--- src/sv/cbam_pkg.sv ---
// Shared types and constants for the cartridge bank address map.
`timescale 1ns / 1ps

package cbam_pkg;

    localparam int CART_ADDR_BITS_DEF = 21;
    localparam int CART_OUT_BITS      = 21;
    localparam int ADDR_BITS          = 16;
    localparam int DATA_BITS          = 8;
    localparam int OFFSET_BITS        = 13;

    // Bank controller kinds held in the mapper register.
    typedef enum logic [1:0] {
        MAP_NONE = 2'd0,
        MAP_MBC1 = 2'd1,
        MAP_MBC2 = 2'd2,
        MAP_MBC3 = 2'd3
    } t_mapper;

    // Region codes of one access.
    typedef enum logic [3:0] {
        RGN_ROM0     = 4'd0,
        RGN_ROMX     = 4'd1,
        RGN_VRAM     = 4'd2,
        RGN_ERAM     = 4'd3,
        RGN_WRAM     = 4'd4,
        RGN_OAM      = 4'd5,
        RGN_UNUSABLE = 4'd6,
        RGN_IO       = 4'd7,
        RGN_HRAM     = 4'd8,
        RGN_IE       = 4'd9,
        RGN_CTRL     = 4'd10
    } t_region;

    // Mapper control areas, address bits 14:13.
    typedef enum logic [1:0] {
        AREA_RAM_EN = 2'd0,
        AREA_ROM_LO = 2'd1,
        AREA_UPPER  = 2'd2,
        AREA_MODE   = 2'd3
    } t_area;

    localparam logic [3:0]  RAM_EN_KEY   = 4'hA;
    localparam logic [15:0] OAM_END      = 16'hFEA0;
    localparam logic [15:0] IO_LAST      = 16'hFF7F;
    localparam logic [15:0] HRAM_LAST    = 16'hFFFE;

    // Configuration register word index.
    localparam logic CFG_MAPPER = 1'b0;

    typedef struct packed {
        logic [7:0] rom_bank;
        logic [1:0] ram_bank;
        logic       ram_enable;
        logic       mode_16_8;
    } t_bank_state;

    localparam t_bank_state BANK_RESET = '{
        rom_bank:   8'd1,
        ram_bank:   2'd0,
        ram_enable: 1'b0,
        mode_16_8:  1'b1
    };

    typedef struct packed {
        logic       func;
        logic [15:0] bus_address;
        logic [7:0]  write_value;
    } t_request;

    typedef struct packed {
        t_region     region;
        logic [20:0] cart_address;
        logic [12:0] local_offset;
        logic [1:0]  ext_ram_bank;
        logic        ext_ram_enabled;
    } t_result;

endpackage

--- src/sv/cbam_map.sv ---
// Address decode and bank controller next-state logic for one request.
`timescale 1ns / 1ps

module cbam_map #(
    parameter int CART_ADDR_BITS = cbam_pkg::CART_ADDR_BITS_DEF
) (
    input  cbam_pkg::t_mapper     i_mapper,
    input  cbam_pkg::t_bank_state i_state,
    input  cbam_pkg::t_request    i_req,
    output cbam_pkg::t_bank_state o_state,
    output cbam_pkg::t_result     o_res
);

    localparam int EFF_BITS = (CART_ADDR_BITS < cbam_pkg::CART_OUT_BITS) ?
                              CART_ADDR_BITS : cbam_pkg::CART_OUT_BITS;

    logic [15:0]          addr;
    logic [7:0]           v;
    logic                 bit8;
    cbam_pkg::t_area      area;
    logic [21:0]          raw_cart;
    logic [20:0]          cart;
    logic [4:0]           lo5;
    logic [3:0]           lo4;
    logic [6:0]           lo7;
    cbam_pkg::t_bank_state nxt;

    assign addr = i_req.bus_address;
    assign v    = i_req.write_value;
    assign bit8 = addr[8];
    assign area = cbam_pkg::t_area'(addr[14:13]);
    assign lo5  = (v[4:0] == 5'd0) ? 5'd1 : v[4:0];
    assign lo4  = (v[3:0] == 4'd0) ? 4'd1 : v[3:0];
    assign lo7  = (v[6:0] == 7'd0) ? 7'd1 : v[6:0];

    // Control writes.
    always_comb begin
        nxt = i_state;
        if (i_req.func && !addr[15] && i_mapper != cbam_pkg::MAP_NONE) begin
            case (area)
                cbam_pkg::AREA_RAM_EN: begin
                    if (!(i_mapper == cbam_pkg::MAP_MBC2 && bit8)) begin
                        nxt.ram_enable = (v[3:0] == cbam_pkg::RAM_EN_KEY);
                    end
                end
                cbam_pkg::AREA_ROM_LO: begin
                    case (i_mapper)
                        cbam_pkg::MAP_MBC1: nxt.rom_bank = {i_state.rom_bank[7:5], lo5};
                        cbam_pkg::MAP_MBC2: begin
                            if (bit8) begin
                                nxt.rom_bank = {4'd0, lo4};
                            end
                        end
                        default: nxt.rom_bank = {1'b0, lo7};
                    endcase
                end
                cbam_pkg::AREA_UPPER: begin
                    if (i_mapper == cbam_pkg::MAP_MBC1) begin
                        if (i_state.mode_16_8) begin
                            nxt.ram_bank = 2'd0;
                            nxt.rom_bank = {1'b0, v[1:0], i_state.rom_bank[4:0]};
                        end else begin
                            nxt.ram_bank = v[1:0];
                        end
                    end else if (i_mapper == cbam_pkg::MAP_MBC3) begin
                        if (v[7:2] == 6'd0) begin
                            nxt.ram_bank = v[1:0];
                        end
                    end
                end
                default: begin
                    if (i_mapper == cbam_pkg::MAP_MBC1) begin
                        if (v[0]) begin
                            nxt.ram_bank  = 2'd0;
                            nxt.mode_16_8 = 1'b0;
                        end else begin
                            nxt.mode_16_8 = 1'b1;
                        end
                    end
                end
            endcase
        end
    end

    // Cartridge address, masked to the configured width.
    assign raw_cart = addr[14] ? {i_state.rom_bank, addr[13:0]} : {8'd0, addr[13:0]};

    always_comb begin
        for (int i = 0; i < cbam_pkg::CART_OUT_BITS; i++) begin
            cart[i] = (i < EFF_BITS) ? raw_cart[i] : 1'b0;
        end
    end

    // Region decode.
    always_comb begin
        o_res.cart_address = 21'd0;
        o_res.local_offset = addr[12:0];
        if (!addr[15]) begin
            if (i_req.func) begin
                o_res.region = cbam_pkg::RGN_CTRL;
            end else begin
                o_res.region       = addr[14] ? cbam_pkg::RGN_ROMX : cbam_pkg::RGN_ROM0;
                o_res.cart_address = cart;
            end
        end else if (addr[15:13] == 3'b100) begin
            o_res.region = cbam_pkg::RGN_VRAM;
        end else if (addr[15:13] == 3'b101) begin
            o_res.region = cbam_pkg::RGN_ERAM;
        end else if (addr[15:9] != 7'h7F) begin
            o_res.region = cbam_pkg::RGN_WRAM;
        end else if (addr < cbam_pkg::OAM_END) begin
            o_res.region       = cbam_pkg::RGN_OAM;
            o_res.local_offset = {5'd0, addr[7:0]};
        end else if (!addr[8]) begin
            o_res.region       = cbam_pkg::RGN_UNUSABLE;
            o_res.local_offset = {5'd0, addr[7:0]};
        end else if (addr <= cbam_pkg::IO_LAST) begin
            o_res.region       = cbam_pkg::RGN_IO;
            o_res.local_offset = {5'd0, addr[7:0]};
        end else if (addr <= cbam_pkg::HRAM_LAST) begin
            o_res.region       = cbam_pkg::RGN_HRAM;
            o_res.local_offset = {6'd0, addr[6:0]};
        end else begin
            o_res.region       = cbam_pkg::RGN_IE;
            o_res.local_offset = 13'd0;
        end
        o_res.ext_ram_bank    = nxt.ram_bank;
        o_res.ext_ram_enabled = nxt.ram_enable;
    end

    assign o_state = nxt;

endmodule

--- src/sv/cartridge_bank_address_map_core.sv ---
// Top level of the cartridge bank address map: request/result streams and APB register.
`timescale 1ns / 1ps
// Path: a request accepted into the input register moves on into the result register, which drives m_axis.
// Throughput: one request per cycle unless m_axis stalls; the input register and the result
// register form two slots, so a new request is taken while a finished result waits on m_axis.
// Reset (i_rst_n low, synchronous): both slots empty, mapper none, ROM bank 1, RAM bank 0,
// RAM disabled, 16/8 mode.

module cartridge_bank_address_map_core #(
    parameter int CART_ADDR_BITS = cbam_pkg::CART_ADDR_BITS_DEF
) (
    input  logic        i_clk,
    input  logic        i_rst_n,
    // Request stream.
    input  logic        s_axis_tvalid,
    output logic        s_axis_tready,
    // [0] func, [16:1] bus_address, [24:17] write_value, [31:25] zero
    input  logic [31:0] s_axis_tdata,
    // Result stream.
    output logic        m_axis_tvalid,
    input  logic        m_axis_tready,
    // [3:0] region, [24:4] cart_address, [37:25] local_offset,
    // [39:38] ext_ram_bank, [40] ext_ram_enabled, [47:41] zero
    output logic [47:0] m_axis_tdata,
    // Configuration port.
    input  logic        psel,
    input  logic        penable,
    input  logic        pwrite,
    input  logic [2:0]  paddr,
    input  logic [31:0] pwdata,
    output logic [31:0] prdata,
    output logic        pready
);

    // Mapper select register.
    cbam_pkg::t_mapper     r_mapper;

    // Bank controller state.
    cbam_pkg::t_bank_state r_state;
    cbam_pkg::t_bank_state n_state;

    // Input slot.
    logic                  r_in_valid;
    cbam_pkg::t_request    r_in;

    // Result slot.
    logic                  r_out_valid;
    cbam_pkg::t_result     r_out;
    cbam_pkg::t_result     n_out;

    logic                  in_take;
    logic                  advance;
    logic                  cfg_wr;

    // Move the held request into the result slot when that slot is free or draining.
    assign advance       = r_in_valid && (!r_out_valid || m_axis_tready);
    assign s_axis_tready = !r_in_valid || advance;
    assign in_take       = s_axis_tvalid && s_axis_tready;

    assign pready = 1'b1;
    assign cfg_wr = psel && penable && pwrite && pready && (paddr[2] == cbam_pkg::CFG_MAPPER);
    assign prdata = (paddr[2] == cbam_pkg::CFG_MAPPER) ? {30'd0, r_mapper} : 32'd0;

    always_ff @(posedge i_clk) begin
        if (!i_rst_n) begin
            r_mapper <= cbam_pkg::MAP_NONE;
        end else if (cfg_wr) begin
            r_mapper <= cbam_pkg::t_mapper'(pwdata[1:0]);
        end
    end

    // Input slot: capture on accept, drop once passed on.
    always_ff @(posedge i_clk) begin
        if (!i_rst_n) begin
            r_in_valid <= 1'b0;
        end else if (in_take) begin
            r_in_valid <= 1'b1;
        end else if (advance) begin
            r_in_valid <= 1'b0;
        end
    end

    always_ff @(posedge i_clk) begin
        if (in_take) begin
            r_in.func        <= s_axis_tdata[0];
            r_in.bus_address <= s_axis_tdata[16:1];
            r_in.write_value <= s_axis_tdata[24:17];
        end
    end

    // Decode and bank update for the held request; state advances with the request,
    // so requests see bank changes strictly in arrival order.
    cbam_map #(
        .CART_ADDR_BITS (CART_ADDR_BITS)
    ) u_map (
        .i_mapper (r_mapper),
        .i_state  (r_state),
        .i_req    (r_in),
        .o_state  (n_state),
        .o_res    (n_out)
    );

    always_ff @(posedge i_clk) begin
        if (!i_rst_n) begin
            r_state <= cbam_pkg::BANK_RESET;
        end else if (advance) begin
            r_state <= n_state;
        end
    end

    // Result slot: load on advance, drop when taken.
    always_ff @(posedge i_clk) begin
        if (!i_rst_n) begin
            r_out_valid <= 1'b0;
        end else if (advance) begin
            r_out_valid <= 1'b1;
        end else if (m_axis_tready) begin
            r_out_valid <= 1'b0;
        end
    end

    always_ff @(posedge i_clk) begin
        if (advance) begin
            r_out <= n_out;
        end
    end

    assign m_axis_tvalid = r_out_valid;
    assign m_axis_tdata  = {7'd0, r_out.ext_ram_enabled, r_out.ext_ram_bank,
                            r_out.local_offset, r_out.cart_address, r_out.region};

endmodule

--- config.mk ---
export PLATFORM = sky130hd
export DESIGN_NAME = cartridge_bank_address_map_core
export DESIGN_NICKNAME = d
export VERILOG_FILES = /design/src/sv/cbam_pkg.sv /design/src/sv/cbam_map.sv /design/src/sv/cartridge_bank_address_map_core.sv
export SDC_FILE = /design/constraint.sdc
export NUM_CORES = 1
export LEC_CHECK = 0
export CAP_MARGIN = 40
export CORE_ASPECT_RATIO = 1.25
export CORE_MARGIN = 2
export CORE_UTILIZATION = 40
export CTS_CLUSTER_DIAMETER = 150
export CTS_CLUSTER_SIZE = 40
export DETAILED_ROUTE_END_ITERATION = 8
export DONT_BUFFER_PORTS = 1
export SYNTH_ARGS = -nofsm -noshare
export SYNTH_HDL_FRONTEND = slang
export SYNTH_SLANG_ARGS = --single-unit
--- constraint.sdc ---
create_clock -name i_clk -period 3.6 [get_ports i_clk]
set_input_delay 0.72 -clock i_clk [delete_from_list [all_inputs] [get_ports i_clk]]
set_output_delay 0.72 -clock i_clk [all_outputs]
set_load 0.005 [all_outputs]
==> impl_results.md, run 1 <==
- CP max FO: 13
- Hold Buf Count CTS: 0
- Worst skew pair latency: 0.34 ns
- Worst path cell trace: inv_1, ha_1, nor3b_2, nand4_1, or4_4, and2_1
- Hold Vio Cnt, Final: 0
- Setup ws final: 1.015 ns
- Share of Yosys cell area claimed by the top area cell type: 53.05%
- FMAX: 386.8 MHz
- Sequential share of power: 50.5%
- Final period utilization: 71.81%
- Post-synth EDFFs: 66
- Final global-route overflow total: 0
- Setup crit start kind: flip-flop
- Core area: 9125 sq um
- Arrival time of the worst setup path: 2.67 ns
- P&R area growth vs syn: 8.607%
- Antenna-violating nets left: 0
- Grt met2 use: 23.66%
- Total GRT Usage: 13.67%
- Met1 usage: 15.45%
- Met3 GRT Util: 4.027%
- Most common cell in the netlist: edfxtp_1
- Fillers: 855
- P_int: 1.702 mW
- IO buf count: 0
- Clock buffer depth: 2
- Comb pwr share: 4.3%
- 1st-pass router iterations: 4
- CTS H-tree lvls: 3
- Hold crit path type: primary input to flip-flop
- Share of cells above drive strength 1: 9.061%
- Worst relative slew slack: 45.18%
- Starting Density: 40.94%
- Crit path kind: flip-flop to flip-flop
- Setup Buffers After CTS: 0
- Total CTS buffers: 9
- Worst slew pin tran: 0.8109 ns
- First-pass GRT wire length: 10510 microns
- Row count: 39
- Final instance area: 4058 sq um
- Area of the die: 10130 sq um
- CP peak stage delay: 0.57 ns
- Dominant cell type by area after synthesis: edfxtp_1
- Post-synth top cells: edfxtp_1, buf_4, and2_1, dfxtp_1, o21ai_0
- Multi-input gate area: 1234 sq um
- DR iter-0 viols: 92
- Ys async rst share: 0%
- Post-Syn Area: 3736 sq um
- Unique masters post-synth: 54
- Via count: 2154
- Initial antenna violation count: 0
- Sinks on Clock Net: 81
- Top post-synthesis cells by area: edfxtp_1, dfxtp_1, buf_4, and2_1, ha_1
- CTS tree: built
- GRT busiest layer: met2
- I/O pin cnt: 157
- Critical path's slowest cell: edfxtp_1
- DR vias/cell: 4.986
- Setup Skew: 0.009136 ns
- Non-Filler Instances: 432
- Peak VDD IR: 0.2709 mV
- Diodes inserted: 0
- Syn avg cell area: 12.50 sq um
- Die span in x: 90.44 microns
- Post-DP HPWL: 4851 microns
- Die H: 112.1 microns
- Final setup fails: 0
- Pleak: 1.472 nW
- Placed Cells: 416
- RSZ-0062 raised after global routing: no
- Switching portion of total power: 21.02%
- Pins Over Slew Limit: 0
- Post-cts resize count: 0
- Post-Place Worst Slack: 1.040 ns
- Routed WL per cell: 15.46 microns
- Placed Area: 3734 sq um
- Detailed Route WL: 6677 microns
- YS warnings: 0
- Minimum clock period: 2.585 ns
- Net Sw Power: 453.0 uW
- TNS Setup: 0 ns
- MaxCap Viol Count: 0
- Pin count of the biggest net entering global routing: 28
- Crit. End Element: flip-flop
- Critical Path RT: 3.69 ns
- Register area: 2282 sq um
- Vias in the first global route: 2046
- Post-synthesis sequential area ratio: 61.09%
- Clock transition at the registers of the reported paths: 0.06 ns
- DRC: 0
- Clock power share: 45.2%
- Root buffer cell: clkbuf_16
- Status: complete, no violations
- Ys flop type: edfxtp_1
- FF+latch count, synth: 81
- GPL Wtd Cong: 0.8699
- Cells after Synth: 299
- Power Dens Cells: 531.1 nW/um^2
- Fin nets: 388
==> metrics by stage <==
stage | total power, mW | hold WS [ns] | utilization (%)
final | 2.155 | 0.4606 | 44.47
after CTS | 2.183 | 0.4495 | 44.47
after global placement | 1.200 | 0.4701 | 40.92
after detailed placement | 1.202 | 0.4701 | 40.92
after floorplan | 1.203 | 0.4449 | -
after global routing | 2.251 | 0.4478 | 44.47
==> metal layers <==
metal / up-vias / routed length (microns)
met2: 92 / 3493
met1: 1014 / 2709
met3: 12 / 327
met5: - / 0
met4: 0 / 146
li1: 1036 / -
==> critical path, delay by kind of cell, from the launching register on <==
family	cells	cell delay [ns]
simple gates	4	1.32
fa+ha+maj	1	0.28
buf+inv	1	0.15
flops	1	0.57
==> logic make-up after synthesis <==
family | synth area share, %
multiplexers | 0.8372
buffers and inverters | 9.712
AND/OR/NAND/NOR | 15.91
flip-flops | 61.09
adder cells (fa/ha/maj) | 3.349
other | 0.2010
AO/OA/AOI/OAI | 8.908
==> path summary, 6_finish.rpt <==
kind	from	to	slack, ns	depth (start not counted)
min reg2reg	r_state[5]$_SDFFE_PN0P_	r_state[5]$_SDFFE_PN0P_	0.48	2
min	i_rst_n	r_state[4]$_SDFFE_PN1P_	0.46	1
max	r_in[22]$_DFFE_PP_	m_axis_tdata[30]$_DFFE_PP_	1.01	6
max reg2reg	r_in[22]$_DFFE_PP_	m_axis_tdata[30]$_DFFE_PP_	1.01	6
==> registers in the layout, indices dropped and copies added, names as in the netlist <==
name	count
m_axis_tdata	41
r_in	25
m_axis_tvalid	1
r_in_valid	1
r_state	11
r_mapper	2
==> placed cells by master, fill, tap and decap left out, types with 2 or more instances in the layout <==
master	Yosys	final
o211ai_1	2	2
inv_6	0	3
inv_1	10	10
buf_4	38	3
o22ai_1	2	2
bufinv_16	0	2
nor3b_2	2	2
a311oi_1	2	2
nor3_1	4	4
nand4_1	8	8
ha_1	10	10
nor2_1	11	10
clkinv_1	1	2
nand3_1	5	5
mux2i_1	2	2
nand2_1	11	11
nor2b_1	3	3
o21ai_0	12	12
a31oi_1	4	4
nor4_1	2	2
clkbuf_16	0	9
a211oi_1	2	2
dfxtp_1	15	15
and2_1	29	29
and4_1	2	2
conb_1	2	38
edfxtp_1	66	66
a21oi_1	11	11
nand2b_1	2	2
and3_1	8	8
o21a_1	3	3
==> layout make-up <==
| cell class | instances | share of cell area [%] |
|---|---|---|
| clock inverter | 7 | 2.436 |
| tap | 123 | 3.793 |
| inverter | 11 | 1.018 |
| sequential | 81 | 56.24 |
| timing repair buffer | 3 | 0.5550 |
| clock buffer | 9 | 5.550 |
| multi-input combinational | 198 | 30.40 |
==> power groups by stage <==
stage	Clock, mW	Combinational (mW)	Sequential (mW)
floorplan	0	0.103	1.10
global placement	0	0.0915	1.11
detailed placement	0	0.0924	1.11
CTS	1.00	0.0930	1.09
global route	1.05	0.105	1.09
finish	0.974	0.0925	1.09
Power figures use the tool's default switching activity.
==> run 2, diff against run 1 <==
==> constraint.sdc (replaced) <==
create_clock -name i_clk -period 2.7 [get_ports i_clk]
set_input_delay 0.54 -clock i_clk [delete_from_list [all_inputs] [get_ports i_clk]]
set_output_delay 0.54 -clock i_clk [all_outputs]
set_load 0.005 [all_outputs]
==> impl_results.md, run 2 (synthesis gave the netlist of run 1 again) <==
- Status: complete, no violations
- GPL Wtd Cong: 0.8903 (+2.3%)
- Most common cell after layout, fill and taps aside: edfxtp_1
- FMAX: 457.5 MHz (+18%)
- Register area: 2282 sq um (unchanged)
- Clock transition at the registers of the reported paths: 0.06 ns (about the same)
- MaxCap Viol Count: 0 (unchanged)
- Hold Vio Cnt, Final: 0 (unchanged)
- Crit. End Element: flip-flop
- IO buf count: 0 (unchanged)
- Post-DP HPWL: 5009 microns (+3.3%)
- Setup ws final: 0.5140 ns (-0.5007 ns)
- Initial antenna violation count: 0 (unchanged)
- Row count: 39 (unchanged)
- Final setup fails: 0 (unchanged)
- Tot Pwr: 2.826 mW (+31%)
- Setup Buffers After CTS: 0 (unchanged)
- P&R area growth vs syn: 9.009%
- Setup crit start kind: flip-flop
- Clock buffer depth: 2 (unchanged)
- Minimum clock period: 2.186 ns (-0.3993 ns)
- Hold crit path type: primary input to flip-flop
- Vias in the first global route: 2087 (+2.0%)
- Die span in x: 90.44 microns (unchanged)
- Arrival time of the worst setup path: 2.28 ns (-0.39 ns)
- Placed Cells: 418 (+0.48%)
- Hold Buf Count CTS: 0 (unchanged)
- TNS Setup: 0 ns (unchanged)
- Final instance area: 4073 sq um (+0.37%)
- Die H: 112.1 microns (unchanged)
- Share of cells above drive strength 1: 9.968% (+0.91 points)
- Post-Place Worst Slack: 0.4894 ns (-0.5504 ns)
- First-pass GRT wire length: 10680 microns (+1.6%)
- 1st-pass router iterations: 4 (unchanged)
- Detailed Route WL: 6708 microns (+0.46%)
- RSZ-0062 raised after global routing: no
- Non-Filler Instances: 434 (+0.46%)
- DR vias/cell: 4.949 (-0.74%)
- Crit path kind: flip-flop to flip-flop
- Pins Over Slew Limit: 0 (unchanged)
- Most frequent cells in the layout: edfxtp_1, conb_1, and2_1, dfxtp_1, o21ai_0
- CTS H-tree lvls: 3 (unchanged)
- Worst slew pin tran: 0.7503 ns (-0.06058 ns)
- Post-cts resize count: 0 (unchanged)
- Via count: 2148 (-0.28%)
- Pin count of the biggest net entering global routing: 25 (-11%)
- Worst relative slew slack: 49.27% (+4.1 points)
- Area of the die: 10130 sq um (unchanged)
- DR iter-0 viols: 80 (-13%)
- CTS tree: built
- CP max FO: 7 (-6)
- Largest register FFs: 41 (unchanged)
- Starting Density: 40.94% (unchanged)
- Fillers: 842 (-1.5%)
- Total GRT Usage: 13.89% (+0.23 points)
- Core area: 9125 sq um (unchanged)
- Setup Skew: 0.006206 ns (-0.002931 ns)
- Worst skew pair latency: 0.34 ns (about the same)
- Final core occ: 44.63% (+0.16 points)
- Power Dens Cells: 693.9 nW/um^2 (+31%)
- Multi-input gate area: 1234 sq um (unchanged)
- Total CTS buffers: 9 (unchanged)
- DRC: 0 (unchanged)
- Critical Path RT: 2.80 ns (-0.89 ns)
- Final global-route overflow total: 0 (unchanged)
- Antenna-violating nets left: 0 (unchanged)
- Peak VDD IR: 0.3586 mV (+32%)
- Final period utilization: 80.96% (+9.2 points)
- I/O pin cnt: 157 (unchanged)
- Fin nets: 390 (+0.52%)
- Pleak: 1.477 nW (+0.31%)
- Placed Area: 3761 sq um (+0.74%)
- Root buffer cell: clkbuf_16
- Routed WL per cell: 15.46 microns (about the same)
- Diodes inserted: 0 (unchanged)
- Sinks on Clock Net: 81 (unchanged)
- Hold_ws: 0.2880 ns (-0.1726 ns)
## run 2: cell count changes in the layout (fill, tap and decap cells not counted), sizes merged
| cell | change |
|---|---|
| clkinv | -1 |
| bufinv | -1 |
| clkinvlp | +1 |
| inv | +1 |
| buf | +2 |
## run 2: power breakdown
part / internal (mW) / total [mW] / switching [mW]
Sequential: 1.41 / 1.45 / 0.0361
Combinational: 0.0427 / 0.130 / 0.0869
Clock: 0.736 / 1.25 / 0.512
## run 2: layout make-up
| type | count | share of cell area, % |
|---|---|---|
| flip-flops and latches | 81 | 56.04 |
| multi-input cells | 198 | 30.29 |
| clock buffers | 9 | 5.530 |
| well taps | 123 | 3.779 |
| clock inverters | 7 | 2.120 |
| repair buffers | 5 | 1.229 |
| inverters | 11 | 1.014 |
## run 2: path summary, 6_finish.rpt
| check | start | to | slack (ns) | cells after the start |
|---|---|---|---|---|
| setup reg to reg | r_in[21]$_DFFE_PP_ | m_axis_tdata[25]$_DFFE_PP_ | 0.51 | 6 |
| setup / recovery | r_in[21]$_DFFE_PP_ | m_axis_tdata[25]$_DFFE_PP_ | 0.51 | 6 |
| hold reg to reg | r_state[5]$_SDFFE_PN0P_ | r_state[5]$_SDFFE_PN0P_ | 0.47 | 2 |
| hold / removal | i_rst_n | r_state[4]$_SDFFE_PN1P_ | 0.29 | 1 |
## run 2: routing by layer
| metal | global-route usage [%] | part of all wire, % | vias to the layer above |
|---|---|---|---|
| met4 | 9.026 | 3.4 | 0 |
| met1 | 15.44 | 40 | 988 |
| met3 | 3.423 | 4.9 | 20 |
| met5 | 0 | 0 | - |
| met2 | 23.76 | 51 | 102 |
| li1 | - | - | 1038 |
## run 2: critical path, stage by stage (launching register included)
cell and delay (ns):
edfxtp_1 0.47, inv_1 0.11, ha_1 0.28, nor3b_2 0.26, nand4_1 0.15, or4_4 0.49, and2_1 0.18
==> run 3, diff against run 2 <==
==> constraint.sdc (replaced) <==
create_clock -name i_clk -period 2 [get_ports i_clk]
set_input_delay 0.4 -clock i_clk [delete_from_list [all_inputs] [get_ports i_clk]]
set_output_delay 0.4 -clock i_clk [all_outputs]
set_load 0.005 [all_outputs]
==> impl_results.md, run 3 (synthesis gave the netlist of run 1 again) <==
- DR iter-0 viols: 92 (+15%)
- Most frequent cells in the layout: edfxtp_1, conb_1, and2_1, buf_4, dfxtp_1
- Placed Cells: 434 (+3.8%)
- Arrival time of the worst setup path: 2.05 ns (-0.23 ns)
- Routed WL per cell: 15.18 microns (-1.8%)
- P&R area growth vs syn: 14.00%
- GPL Wtd Cong: 0.9141 (+2.7%)
- Sinks on Clock Net: 81 (unchanged)
- Diodes inserted: 0 (unchanged)
- Fillers: 851 (+1.1%)
- Final setup fails: 0 (unchanged)
- Total GRT Usage: 14.00% (+0.11 points)
- Tot Pwr: 3.958 mW (+40%)
- Fin nets: 409 (+4.9%)
- Crit. End Element: flip-flop
- First-pass GRT wire length: 10650 microns (-0.26%)
- I/O pin cnt: 157 (unchanged)
- Area of the die: 10130 sq um (unchanged)
- Pin count of the biggest net entering global routing: 30 (+20%)
- Non-Filler Instances: 453 (+4.4%)
- CP max FO: 7 (unchanged)
- CTS H-tree lvls: 3 (unchanged)
- Die H: 112.1 microns (unchanged)
- Setup crit start kind: flip-flop
- Clock buffer depth: 2 (unchanged)
- R2r startpoint: r_in[21]$_DFFE_PP_
- Setup Skew: 0.01037 ns (+0.004161 ns)
- CTS tree: built
- Detailed Route WL: 6875 microns (+2.5%)
- Final global-route overflow total: 0 (unchanged)
- Hold Buf Count CTS: 0 (unchanged)
- MaxCap Viol Count: 0 (unchanged)
- Row count: 39 (unchanged)
- Peak VDD IR: 0.4625 mV (+29%)
- Hold path start: i_rst_n
- Vias in the first global route: 2121 (+1.6%)
- Antenna-violating nets left: 0 (unchanged)
- FMAX: 511.0 MHz (+12%)
- Post-DP HPWL: 5222 microns (+4.3%)
- Crit path kind: flip-flop to flip-flop
- Pins Over Slew Limit: 0 (unchanged)
- Final period utilization: 97.85% (+17 points)
- Power Dens Cells: 929.2 nW/um^2 (+34%)
- Total CTS buffers: 9 (unchanged)
- DRC: 0 (unchanged)
- Worst Hold End: r_state[4]$_SDFFE_PN1P_
- Status: complete, no violations
- Root buffer cell: clkbuf_16
- Core area: 9125 sq um (unchanged)
- Starting Density: 40.94% (unchanged)
- Worst skew pair latency: 0.34 ns (about the same)
- Flop2flop setup slack: 0.04 ns (-0.47 ns)
- 1st-pass router iterations: 4 (unchanged)
- Hold crit path type: primary input to flip-flop
- Clock transition at the registers of the reported paths: 0.06 ns (about the same)
- Hold Vio Cnt, Final: 0 (unchanged)
- Most common cell after layout, fill and taps aside: edfxtp_1
- Initial antenna violation count: 0 (unchanged)
- Reg2Reg Depth: 5 (-1)
- Hold Path Cell Cnt: 1 (unchanged)
- Die span in x: 90.44 microns (unchanged)
- RSZ-0062 raised after global routing: yes
- Pleak: 1.586 nW (+7.4%)
- Largest register FFs: 41 (unchanged)
- DR vias/cell: 4.976 (+0.53%)
- IO buf count: 0 (unchanged)
- Via count: 2254 (+4.9%)
- Minimum clock period: 1.957 ns (-0.2290 ns)
- Share of cells above drive strength 1: 17.27% (+7.3 points)
- Worst reg2reg path endpoint: m_axis_tdata[27]$_DFFE_PP_
- Critical Path RT: 2.09 ns (-0.71 ns)
run 3: how the worst max path moves through the flow:
stage                                   from                    endpoint
after floorplan           r_in[22]$_DFFE_PP_  m_axis_tdata[25]$_DFFE_PP_
after global placement    r_in[21]$_DFFE_PP_  m_axis_tdata[29]$_DFFE_PP_
after detailed placement  r_in[21]$_DFFE_PP_  m_axis_tdata[25]$_DFFE_PP_
after CTS                 r_in[21]$_DFFE_PP_  m_axis_tdata[25]$_DFFE_PP_
after global routing      r_in[21]$_DFFE_PP_  m_axis_tdata[28]$_DFFE_PP_
final                     r_in[21]$_DFFE_PP_  m_axis_tdata[27]$_DFFE_PP_
run 3: stage by stage:
| step | setup TNS, ns | setup slack [ns] | utilization, % | area [sq um] | hold slack (ns) |
|---|---|---|---|---|---|
| 5_1_grt | -0.4594 | -0.06937 | 46.67 | 4259 | 0.1336 |
| 6_report | 0 | 0.04302 | 46.67 | 4259 | 0.1504 |
| 4_1_cts | 0 | 0.001560 | 46.39 | 4233 | 0.1348 |
| 2_1_floorplan | -0.4928 | -0.07040 | - | 3884 | 0.4449 |
| 3_3_place_gp | 0 | 0.01978 | 42.73 | 3899 | 0.4685 |
| 3_5_place_dp | 0 | 0.006875 | 42.73 | 3899 | 0.4755 |
run 3: report_power, final:
part           switching [mW]  total (mW)  internal [mW]
Combinational           0.127       0.208         0.0811
Clock                   0.678        1.80           1.12
Sequential             0.0461        1.95           1.91
run 3: worst max-delay path: stages, from the launching register on:
cell	delay, ns
edfxtp_1	0.47
ha_2	0.24
nor3b_2	0.21
nand4_1	0.13
or4_4	0.47
and2_1	0.18
run 3: cell type report:
cell class / count / area [sq um] / area share (%)
repair buffers: 24 / 205.2 / 4.818
multi-input cells: 198 / 1241 / 29.14
clock inverters: 7 / 108.9 / 2.556
well taps: 123 / 153.9 / 3.613
inverters: 11 / 41.29 / 0.9694
flip-flops and latches: 81 / 2283 / 53.61
clock buffers: 9 / 225.2 / 5.288
run 3: layer usage:
layer | up-vias | global-route usage [%] | part of all wire (%)
met5 | - | 0 | 0
met4 | 0 | 9.026 | 2.9
met3 | 14 | 3.758 | 4.3
met2 | 92 | 24.86 | 53
met1 | 1066 | 14.58 | 40
li1 | 1082 | - | -
run 3: repair_timing:
item                                    4_1_cts  5_1_grt
endpoints found under the setup margin        0       12
setup buffers                                 0        3
resized for setup                             0        5
